### config.mk
export PLATFORM = sky130hd
export DESIGN_NAME = alarm_set_and_trigger_controller_core
export DESIGN_NICKNAME = d
export VERILOG_FILES = /design/src/design/astc_pkg.sv /design/src/design/alarm_set_and_trigger_controller_core.sv
export SDC_FILE = /design/constraint.sdc
export NUM_CORES = 1
export LEC_CHECK = 0
export BUFFER_PORTS_ARGS = -buffer_cell sky130_fd_sc_hd__buf_2
export CORE_UTILIZATION = 55
export CTS_CLUSTER_SIZE = 40
export DETAILED_ROUTE_END_ITERATION = 10
export PLACE_DENSITY = 0.76
export SLEW_MARGIN = 20
export SYNTH_ARGS = -nofsm -noshare
export SYNTH_HDL_FRONTEND = slang
export SYNTH_SLANG_ARGS = --single-unit
### constraint.sdc
create_clock -name clk -period 3.9 [get_ports clk]
set_input_delay 0.78 -clock clk [delete_from_list [all_inputs] [get_ports clk]]
set_output_delay 0.78 -clock clk [all_outputs]
set_load 0.01 [all_outputs]
### src/design/astc_pkg.sv
`timescale 1ns / 1ps
// Package for the alarm set and trigger controller: beat types, command
// and register codes, reset values. No dependencies.
package astc_pkg;

	typedef enum logic [1:0] {
		CMD_TICK  = 2'd0,
		CMD_CW    = 2'd1,
		CMD_CCW   = 2'd2,
		CMD_PRESS = 2'd3
	} cmd_t;

	typedef enum logic [1:0] {
		FLD_HOUR   = 2'd0,
		FLD_MINUTE = 2'd1,
		FLD_PM     = 2'd2,
		FLD_ARMED  = 2'd3
	} field_t;

	typedef enum logic [1:0] {
		REG_SET_TIMEOUT = 2'd0,
		REG_LOCKOUT     = 2'd1,
		REG_RESTART     = 2'd2
	} reg_idx_t;

	localparam int TIMEOUT_W = 16;
	localparam int LOCKOUT_W = 17;
	localparam int RESTART_W = 12;
	localparam int CFG_W     = 17;

	localparam logic [TIMEOUT_W-1:0] TIMEOUT_RST = 16'd10000;
	localparam logic [LOCKOUT_W-1:0] LOCKOUT_RST = 17'd60000;
	localparam logic [RESTART_W-1:0] RESTART_RST = 12'd501;

	localparam logic [3:0] HOUR12_MAX = 4'd12;
	localparam logic [3:0] HOUR12_MIN = 4'd1;
	localparam logic [5:0] MINUTE_MAX = 6'd59;
	localparam logic [4:0] HOURS_HALF = 5'd12;
	localparam logic [4:0] HOURS_DAY  = 5'd24;

	typedef struct packed {
		cmd_t       command;
		logic [4:0] clock_hour;
		logic [5:0] clock_minute;
	} in_beat_t;

	typedef struct packed {
		logic       sounding;
		logic       play_start;
		logic       play_stop;
		logic       in_set_mode;
		logic [1:0] edit_field;
		logic [3:0] shown_hour;
		logic [5:0] shown_minute;
		logic       shown_pm;
		logic       shown_armed;
	} out_beat_t;

	// 24-hour value (any 5-bit code) to 12-hour display form
	function automatic logic [3:0] hour12(input logic [4:0] h24);
		logic [4:0] r;
		begin
			if (h24 >= HOURS_DAY)
				r = h24 - HOURS_DAY;
			else if (h24 >= HOURS_HALF)
				r = h24 - HOURS_HALF;
			else
				r = h24;
			hour12 = (r == 5'd0) ? HOUR12_MAX : r[3:0];
		end
	endfunction

endpackage

### src/design/alarm_set_and_trigger_controller_core.sv
`timescale 1ns / 1ps
// Top level of the alarm set and trigger controller: input stage, event
// logic on the alarm state, result register. Depends on astc_pkg.

// One event beat in, one result beat out. An event is captured in the
// input stage; when it advances, the whole event update (set mode
// edits, timeout and lockout counters, match compare) runs in one pass and
// writes the result register, so one event is taken every cycle unless a
// result waits on out_ready. The input stage keeps filling while a result
// waits on out_ready, so one event is held back before in_ready drops.
// Configuration writes are taken at any time
// (cfg_ready is tied high); write them only while no event is in flight.
module alarm_set_and_trigger_controller_core (
	input  logic                     clk,
	input  logic                     arst_n,
	input  logic                     in_valid,
	output logic                     in_ready,
	input  astc_pkg::in_beat_t       in_data,
	output logic                     out_valid,
	input  logic                     out_ready,
	output astc_pkg::out_beat_t      out_data,
	input  logic                     cfg_valid,
	output logic                     cfg_ready,
	input  logic [1:0]               cfg_index,
	input  logic [astc_pkg::CFG_W-1:0] cfg_data
);

	logic [astc_pkg::TIMEOUT_W-1:0] timeout_q;
	logic [astc_pkg::LOCKOUT_W-1:0] lockout_q;
	logic [astc_pkg::RESTART_W-1:0] restart_q;

	logic                 valid_s1;
	astc_pkg::in_beat_t   in_s1;
	logic                 valid_s2;
	astc_pkg::out_beat_t  out_s2;

	logic       editing_q, editing_d;
	logic [1:0] field_q, field_d;
	logic [3:0] ehour_q, ehour_d;
	logic [5:0] emin_q, emin_d;
	logic       epm_q, epm_d;
	logic       earmed_q, earmed_d;
	logic [astc_pkg::TIMEOUT_W-1:0] idle_q, idle_d;
	logic [4:0] ahour_q, ahour_d;
	logic [5:0] amin_q, amin_d;
	logic       aarmed_q, aarmed_d;
	logic       sound_q, sound_d;
	logic [astc_pkg::LOCKOUT_W-1:0] since_q, since_d;
	logic       restarted_q, restarted_d;
	logic       start, stop;
	logic       advance;
	logic [astc_pkg::TIMEOUT_W-1:0] idle_inc;
	logic [astc_pkg::LOCKOUT_W-1:0] since_inc;
	logic [4:0] commit_h;
	logic       knob_up;
	astc_pkg::out_beat_t res;

	assign cfg_ready = 1'b1;
	assign advance   = valid_s1 && (!valid_s2 || out_ready);
	assign in_ready  = !valid_s1 || advance;
	assign out_valid = valid_s2;
	assign out_data  = out_s2;

	always_ff @(posedge clk or negedge arst_n) begin
		if (!arst_n) begin
			timeout_q <= astc_pkg::TIMEOUT_RST;
			lockout_q <= astc_pkg::LOCKOUT_RST;
			restart_q <= astc_pkg::RESTART_RST;
		end else if (cfg_valid) begin
			unique case (cfg_index)
				astc_pkg::REG_SET_TIMEOUT: timeout_q <= cfg_data[astc_pkg::TIMEOUT_W-1:0];
				astc_pkg::REG_LOCKOUT:     lockout_q <= cfg_data[astc_pkg::LOCKOUT_W-1:0];
				astc_pkg::REG_RESTART:     restart_q <= cfg_data[astc_pkg::RESTART_W-1:0];
				default: ;
			endcase
		end
	end

	// input stage
	always_ff @(posedge clk or negedge arst_n) begin
		if (!arst_n) begin
			valid_s1 <= 1'b0;
		end else if (in_ready) begin
			valid_s1 <= in_valid;
		end
	end

	always_ff @(posedge clk) begin
		if (in_valid && in_ready) begin
			in_s1 <= in_data;
		end
	end

	// event update
	always_comb begin
		editing_d   = editing_q;
		field_d     = field_q;
		ehour_d     = ehour_q;
		emin_d      = emin_q;
		epm_d       = epm_q;
		earmed_d    = earmed_q;
		idle_d      = idle_q;
		ahour_d     = ahour_q;
		amin_d      = amin_q;
		aarmed_d    = aarmed_q;
		sound_d     = sound_q;
		since_d     = since_q;
		restarted_d = restarted_q;
		start       = 1'b0;
		stop        = 1'b0;
		knob_up     = (in_s1.command == astc_pkg::CMD_CW);
		idle_inc    = (idle_q != '1) ? idle_q + 1'b1 : idle_q;
		since_inc   = (since_q != '1) ? since_q + 1'b1 : since_q;
		commit_h    = {1'b0, ehour_q};
		if (epm_q)
			commit_h = commit_h + astc_pkg::HOURS_HALF;
		else if (commit_h == astc_pkg::HOURS_HALF)
			commit_h = 5'd0;
		if (commit_h == astc_pkg::HOURS_DAY)
			commit_h = astc_pkg::HOURS_HALF;

		unique case (in_s1.command)
			astc_pkg::CMD_TICK: begin
				if (editing_q) begin
					idle_d = idle_inc;
					if (idle_inc > timeout_q)
						editing_d = 1'b0;
				end
				since_d = since_inc;
				if (sound_q) begin
					if (since_inc > {{(astc_pkg::LOCKOUT_W-astc_pkg::RESTART_W){1'b0}}, restart_q}
					    && !restarted_q) begin
						restarted_d = 1'b1;
						start       = 1'b1;
					end
				end else if (aarmed_q && since_inc > lockout_q &&
				             in_s1.clock_hour == ahour_q && in_s1.clock_minute == amin_q) begin
					sound_d     = 1'b1;
					since_d     = '0;
					restarted_d = 1'b0;
					start       = 1'b1;
				end
			end
			astc_pkg::CMD_CW, astc_pkg::CMD_CCW: begin
				if (editing_q) begin
					idle_d = '0;
					case (field_q)
						astc_pkg::FLD_HOUR: begin
							if (knob_up)
								ehour_d = (ehour_q != astc_pkg::HOUR12_MAX) ?
								          ehour_q + 1'b1 : astc_pkg::HOUR12_MIN;
							else
								ehour_d = (ehour_q != astc_pkg::HOUR12_MIN) ?
								          ehour_q - 1'b1 : astc_pkg::HOUR12_MAX;
						end
						astc_pkg::FLD_MINUTE: begin
							if (knob_up)
								emin_d = (emin_q != astc_pkg::MINUTE_MAX) ? emin_q + 1'b1 : 6'd0;
							else
								emin_d = (emin_q != 6'd0) ? emin_q - 1'b1 : astc_pkg::MINUTE_MAX;
						end
						astc_pkg::FLD_PM: epm_d = !epm_q;
						default:          earmed_d = !earmed_q;
					endcase
				end
			end
			default: begin
				if (sound_q) begin
					sound_d = 1'b0;
					stop    = 1'b1;
				end else if (!editing_q) begin
					editing_d = 1'b1;
					idle_d    = '0;
					field_d   = astc_pkg::FLD_HOUR;
					ehour_d   = astc_pkg::hour12(ahour_q);
					emin_d    = amin_q;
					epm_d     = (ahour_q >= astc_pkg::HOURS_HALF);
					earmed_d  = aarmed_q;
				end else if (field_q != astc_pkg::FLD_ARMED) begin
					idle_d  = '0;
					field_d = field_q + 1'b1;
				end else begin
					ahour_d   = commit_h;
					amin_d    = emin_q;
					aarmed_d  = earmed_q;
					idle_d    = '0;
					editing_d = 1'b0;
				end
			end
		endcase
	end

	always_comb begin
		res.sounding    = sound_d;
		res.play_start  = start;
		res.play_stop   = stop;
		res.in_set_mode = editing_d;
		res.edit_field  = field_d;
		if (editing_d) begin
			res.shown_hour   = ehour_d;
			res.shown_minute = emin_d;
			res.shown_pm     = epm_d;
			res.shown_armed  = earmed_d;
		end else begin
			res.shown_hour   = astc_pkg::hour12(ahour_d);
			res.shown_minute = amin_d;
			res.shown_pm     = (ahour_d >= astc_pkg::HOURS_HALF);
			res.shown_armed  = aarmed_d;
		end
	end

	always_ff @(posedge clk or negedge arst_n) begin
		if (!arst_n) begin
			editing_q   <= 1'b0;
			field_q     <= astc_pkg::FLD_HOUR;
			ehour_q     <= astc_pkg::HOUR12_MAX;
			emin_q      <= '0;
			epm_q       <= 1'b0;
			earmed_q    <= 1'b0;
			idle_q      <= '0;
			ahour_q     <= '0;
			amin_q      <= '0;
			aarmed_q    <= 1'b0;
			sound_q     <= 1'b0;
			since_q     <= '0;
			restarted_q <= 1'b1;
		end else if (advance) begin
			editing_q   <= editing_d;
			field_q     <= field_d;
			ehour_q     <= ehour_d;
			emin_q      <= emin_d;
			epm_q       <= epm_d;
			earmed_q    <= earmed_d;
			idle_q      <= idle_d;
			ahour_q     <= ahour_d;
			amin_q      <= amin_d;
			aarmed_q    <= aarmed_d;
			sound_q     <= sound_d;
			since_q     <= since_d;
			restarted_q <= restarted_d;
		end
	end

	// result register
	always_ff @(posedge clk or negedge arst_n) begin
		if (!arst_n) begin
			valid_s2 <= 1'b0;
		end else if (!valid_s2 || out_ready) begin
			valid_s2 <= valid_s1;
		end
	end

	always_ff @(posedge clk) begin
		if (advance) begin
			out_s2 <= res;
		end
	end

	a_pulse_excl: assert property (@(posedge clk) disable iff (!arst_n)
		out_valid |-> !(out_data.play_start && out_data.play_stop))
		else $error("start and stop pulses in one beat");

	a_stop_silent: assert property (@(posedge clk) disable iff (!arst_n)
		out_valid && out_data.play_stop |-> !out_data.sounding)
		else $error("stop pulse while still sounding");

	a_start_sound: assert property (@(posedge clk) disable iff (!arst_n)
		out_valid && out_data.play_start |-> out_data.sounding)
		else $error("start pulse while not sounding");

	a_s1_hold: assert property (@(posedge clk) disable iff (!arst_n)
		valid_s1 && !advance |=> valid_s1 && $stable(in_s1))
		else $error("input stage lost a stalled event");

	a_rose_clear: assert property (@(posedge clk) disable iff (!arst_n)
		$rose(sound_q) |-> since_q == '0 && !restarted_q)
		else $error("sounding started without clearing its counter");

endmodule

==> metrics.cfg <==
[placed_design]
port_buffers = 56
post_dp_cell_area_sq_mm = 0.00958
gp_congestion = 0.899
dpl.cell_count = 1215
place_hpwl_microns = 15500

[floorplanning]
fp.dieH_microns = 130
die_area_sq_mm = 0.0170
coreArea_sq_mm = 0.0160
ioPinCount = 58
die_x_microns = 130
start_util = 0.566
rows = 46

[detailed_routing]
drc = 0
vias = 7533
drtPass1Iterations = 5
via_per_inst = 6.00
ant_nets = 0
avgRoutedWirePerCell_microns = 17.7
totalWireLength_microns = 22200
drt_iter0_drc = 608

[timing]
fmax_mhz = 265
max-slew-margin-rel = 0.392
fin_tns_setup_ns = 0
fin_skew_ns = 0.00669
setup_viol = 0
post-route-period-util = 0.966
tightest_slew_ns = 0.909
hold_violations = 0
slew_viol_final = 0
worst_hold_slack_ns = 0.446
finalCriticalPeriod_ns = 3.77

[grt]
grt_first_pass_wirelength_microns = 35500
grt_pass1_vias = 6970
grt_antenna_before_repair = 1
grt_max_degree = 63
grt_usage = 0.275
overflow = 0

[critical_path]
worstSetupPathType = flop to flop
cp_data_arrival_time_ns = 3.95
crit_start = ehour_q[2]
required_ns = 4.08
end_kind = flop
r2r-start = ehour_q[2]
worstPathMaxFanout = 10
cp-start-kind = flop

[final_layout]
seq_area_sq_mm = 0.00369
antenna_cells = 0
n_fill_cell = 1329
nets = 1127
syn2layout_area_growth_pct = 14.9
drive_gt1_frac = 0.212
multiInputGateArea_sq_mm = 0.00499
stdcell_area_sq_mm = 0.0104
final_cells = 1255

[yosys]
syn_nets = 1068
syn_area_sq_mm = 0.00905
synth-async-reset-ratio = 0.779
synth_edf_count = 31
yosys_warnings = 0
ys.flop_type = dfrtp_1
synth_cell_types = 80
synth_top_cell_area_share = 0.241
ys_ff_latch = 140
seq_area_frac_synth = 0.407
synth_area_leaders = dfrtp_1, edfxtp_1, ha_1, dfstp_2, mux2_2
synthCells = 967
avgSynthCellArea_sq_um = 9.36
yosys.area.top_type = dfrtp_1

[power_and_ir_drop]
p_sw_mw = 1.79
power_mw = 5.45
peakVddDrop_mv = 0.323
swShare = 0.328
p_comb_frac = 0.301
power_frac_seq = 0.368
p_leak_nw = 4.68
p_clk_frac = 0.331
p_per_area_mw_per_mm2 = 524
intPower_mw = 3.67

[clock_network]
cts_sinks = 140
htree_levels = 4
cts_buffer_depth = 2
cts_buffers = 17
clk_pin_slew_worst_paths_ns = 0.06
root_buffer = clkbuf_16
cts_tree = yes
clock_latency_ns = 0.43

[worst_hold_path]
worstHoldPathType = primary input to async pin

[run]
drv_cap = 0

[outcome]
status = finished, final reports clean

## cells in the mapped netlist, drive strengths merged, types with 6 or more instances
cell type	n
xnor2	24
a21oi	46
nor2	51
buf	15
ha	64
nor4	6
o21ai	92
and2	10
dfrtp	87
nor2b	9
mux2i	19
o31ai	10
nand2b	9
a31oi	9
clkbuf	35
nand3	35
xor2	17
nand3b	6
edfxtp	31
dfstp	22
a221oi	7
inv	65
a211oi	6
and3	12
nand2	120
a22o	15
nand4	19
nor3	14
mux2	40
## flip-flops by register name (all words and copies together) (netlist names), 6 cells and up
name / flops
out_data: 18
lockout_q: 17
since_q: 17
idle_q: 16
timeout_q: 16
in_s1: 13
restart_q: 12
amin_q: 6
emin_q: 6
## kinds of logic after synthesis
logic type | share of synthesized area
simple gates | 0.173
buf+inv | 0.0532
flops | 0.407
other cells | 0.000414
mux | 0.0708
fa+ha+maj | 0.0885
compound gates | 0.167
xor+xnor | 0.0397
## per-layer routing
metal	track usage	routed length (microns)	up-vias
met5	0	13	-
met4	0.0766	318	2
met3	0.0607	1390	34
met2	0.428	10200	273
met1	0.384	10200	3626
li1	-	-	3598
## metrics by stage
stage                     utilization  setup WS [ns]
final                           0.650          0.131
after global routing            0.650      -0.000885
after CTS                       0.640         0.0125
after detailed placement        0.599         0.0944
after global placement          0.599          0.218
after floorplan                     -          0.295
## area by class of cell
type / instances / share of cell area
Clock inverter: 13 / 0.0213
Tap cell: 216 / 0.0260
Multi-Input combinational cell: 712 / 0.480
Sequential cell: 140 / 0.355
Inverter: 65 / 0.0235
Clock buffer: 19 / 0.0416
Timing Repair Buffer: 90 / 0.0529
## power by group through the flow
stage | clock, mW | combinational (mW) | sequential [mW]
floorplan | 0 | 1.23 | 1.92
global placement | 0 | 1.53 | 2.01
detailed placement | 0 | 1.56 | 2.02
CTS | 1.83 | 1.59 | 2.00
global route | 1.89 | 1.83 | 2.04
finish | 1.80 | 1.64 | 2.00
## placed cells by master, fill, tap and decap left out, drive strengths merged, types with 4 or more instances in the layout
cell type	n
a211oi	6
a21o	4
a21oi	46
a221oi	7
a22o	15
a31o	4
a31oi	9
and2	10
and3	12
and4	5
buf	89
bufinv	6
clkbuf	20
clkinv	5
dfrtp	87
dfstp	22
edfxtp	31
ha	64
inv	65
mux2	40
mux2i	19
nand2	120
nand2b	9
nand3	35
nand3b	6
nand4	19
nor2	51
nor2b	9
nor3	14
nor4	6
o211ai	5
o21ai	92
o31ai	10
or3	5
xnor2	24
xor2	17
## path summary, 6_finish.rpt
path	cells after the start	endpoint	slack [ns]
min in group clk	1	restarted_q	0.49
min	1	since_q[5]	0.45
max reg2reg	11	out_data[10]	0.13
min reg2reg	1	restarted_q	0.49
max	11	out_data[10]	0.13
max in group asynchronous	2	restarted_q	2.53
## repair_timing
item / CTS / global route
setup buffers: 0 / 7
gates resized for setup: 0 / 25
hold buffers: 0 / 0
setup endpoints to repair: 0 / 31
## critical path, stage by stage (launching register included)
cell,delay (ns)
dfstp_2,0.64
inv_1,0.11
ha_1,0.34
or3_1,0.35
o2111ai_1,0.33
and2_1,0.26
inv_1,0.06
ha_1,0.24
or3_1,0.39
o211a_1,0.22
a221o_1,0.31
mux2_2,0.26
Note: power is estimated with default switching activity, not from simulation.
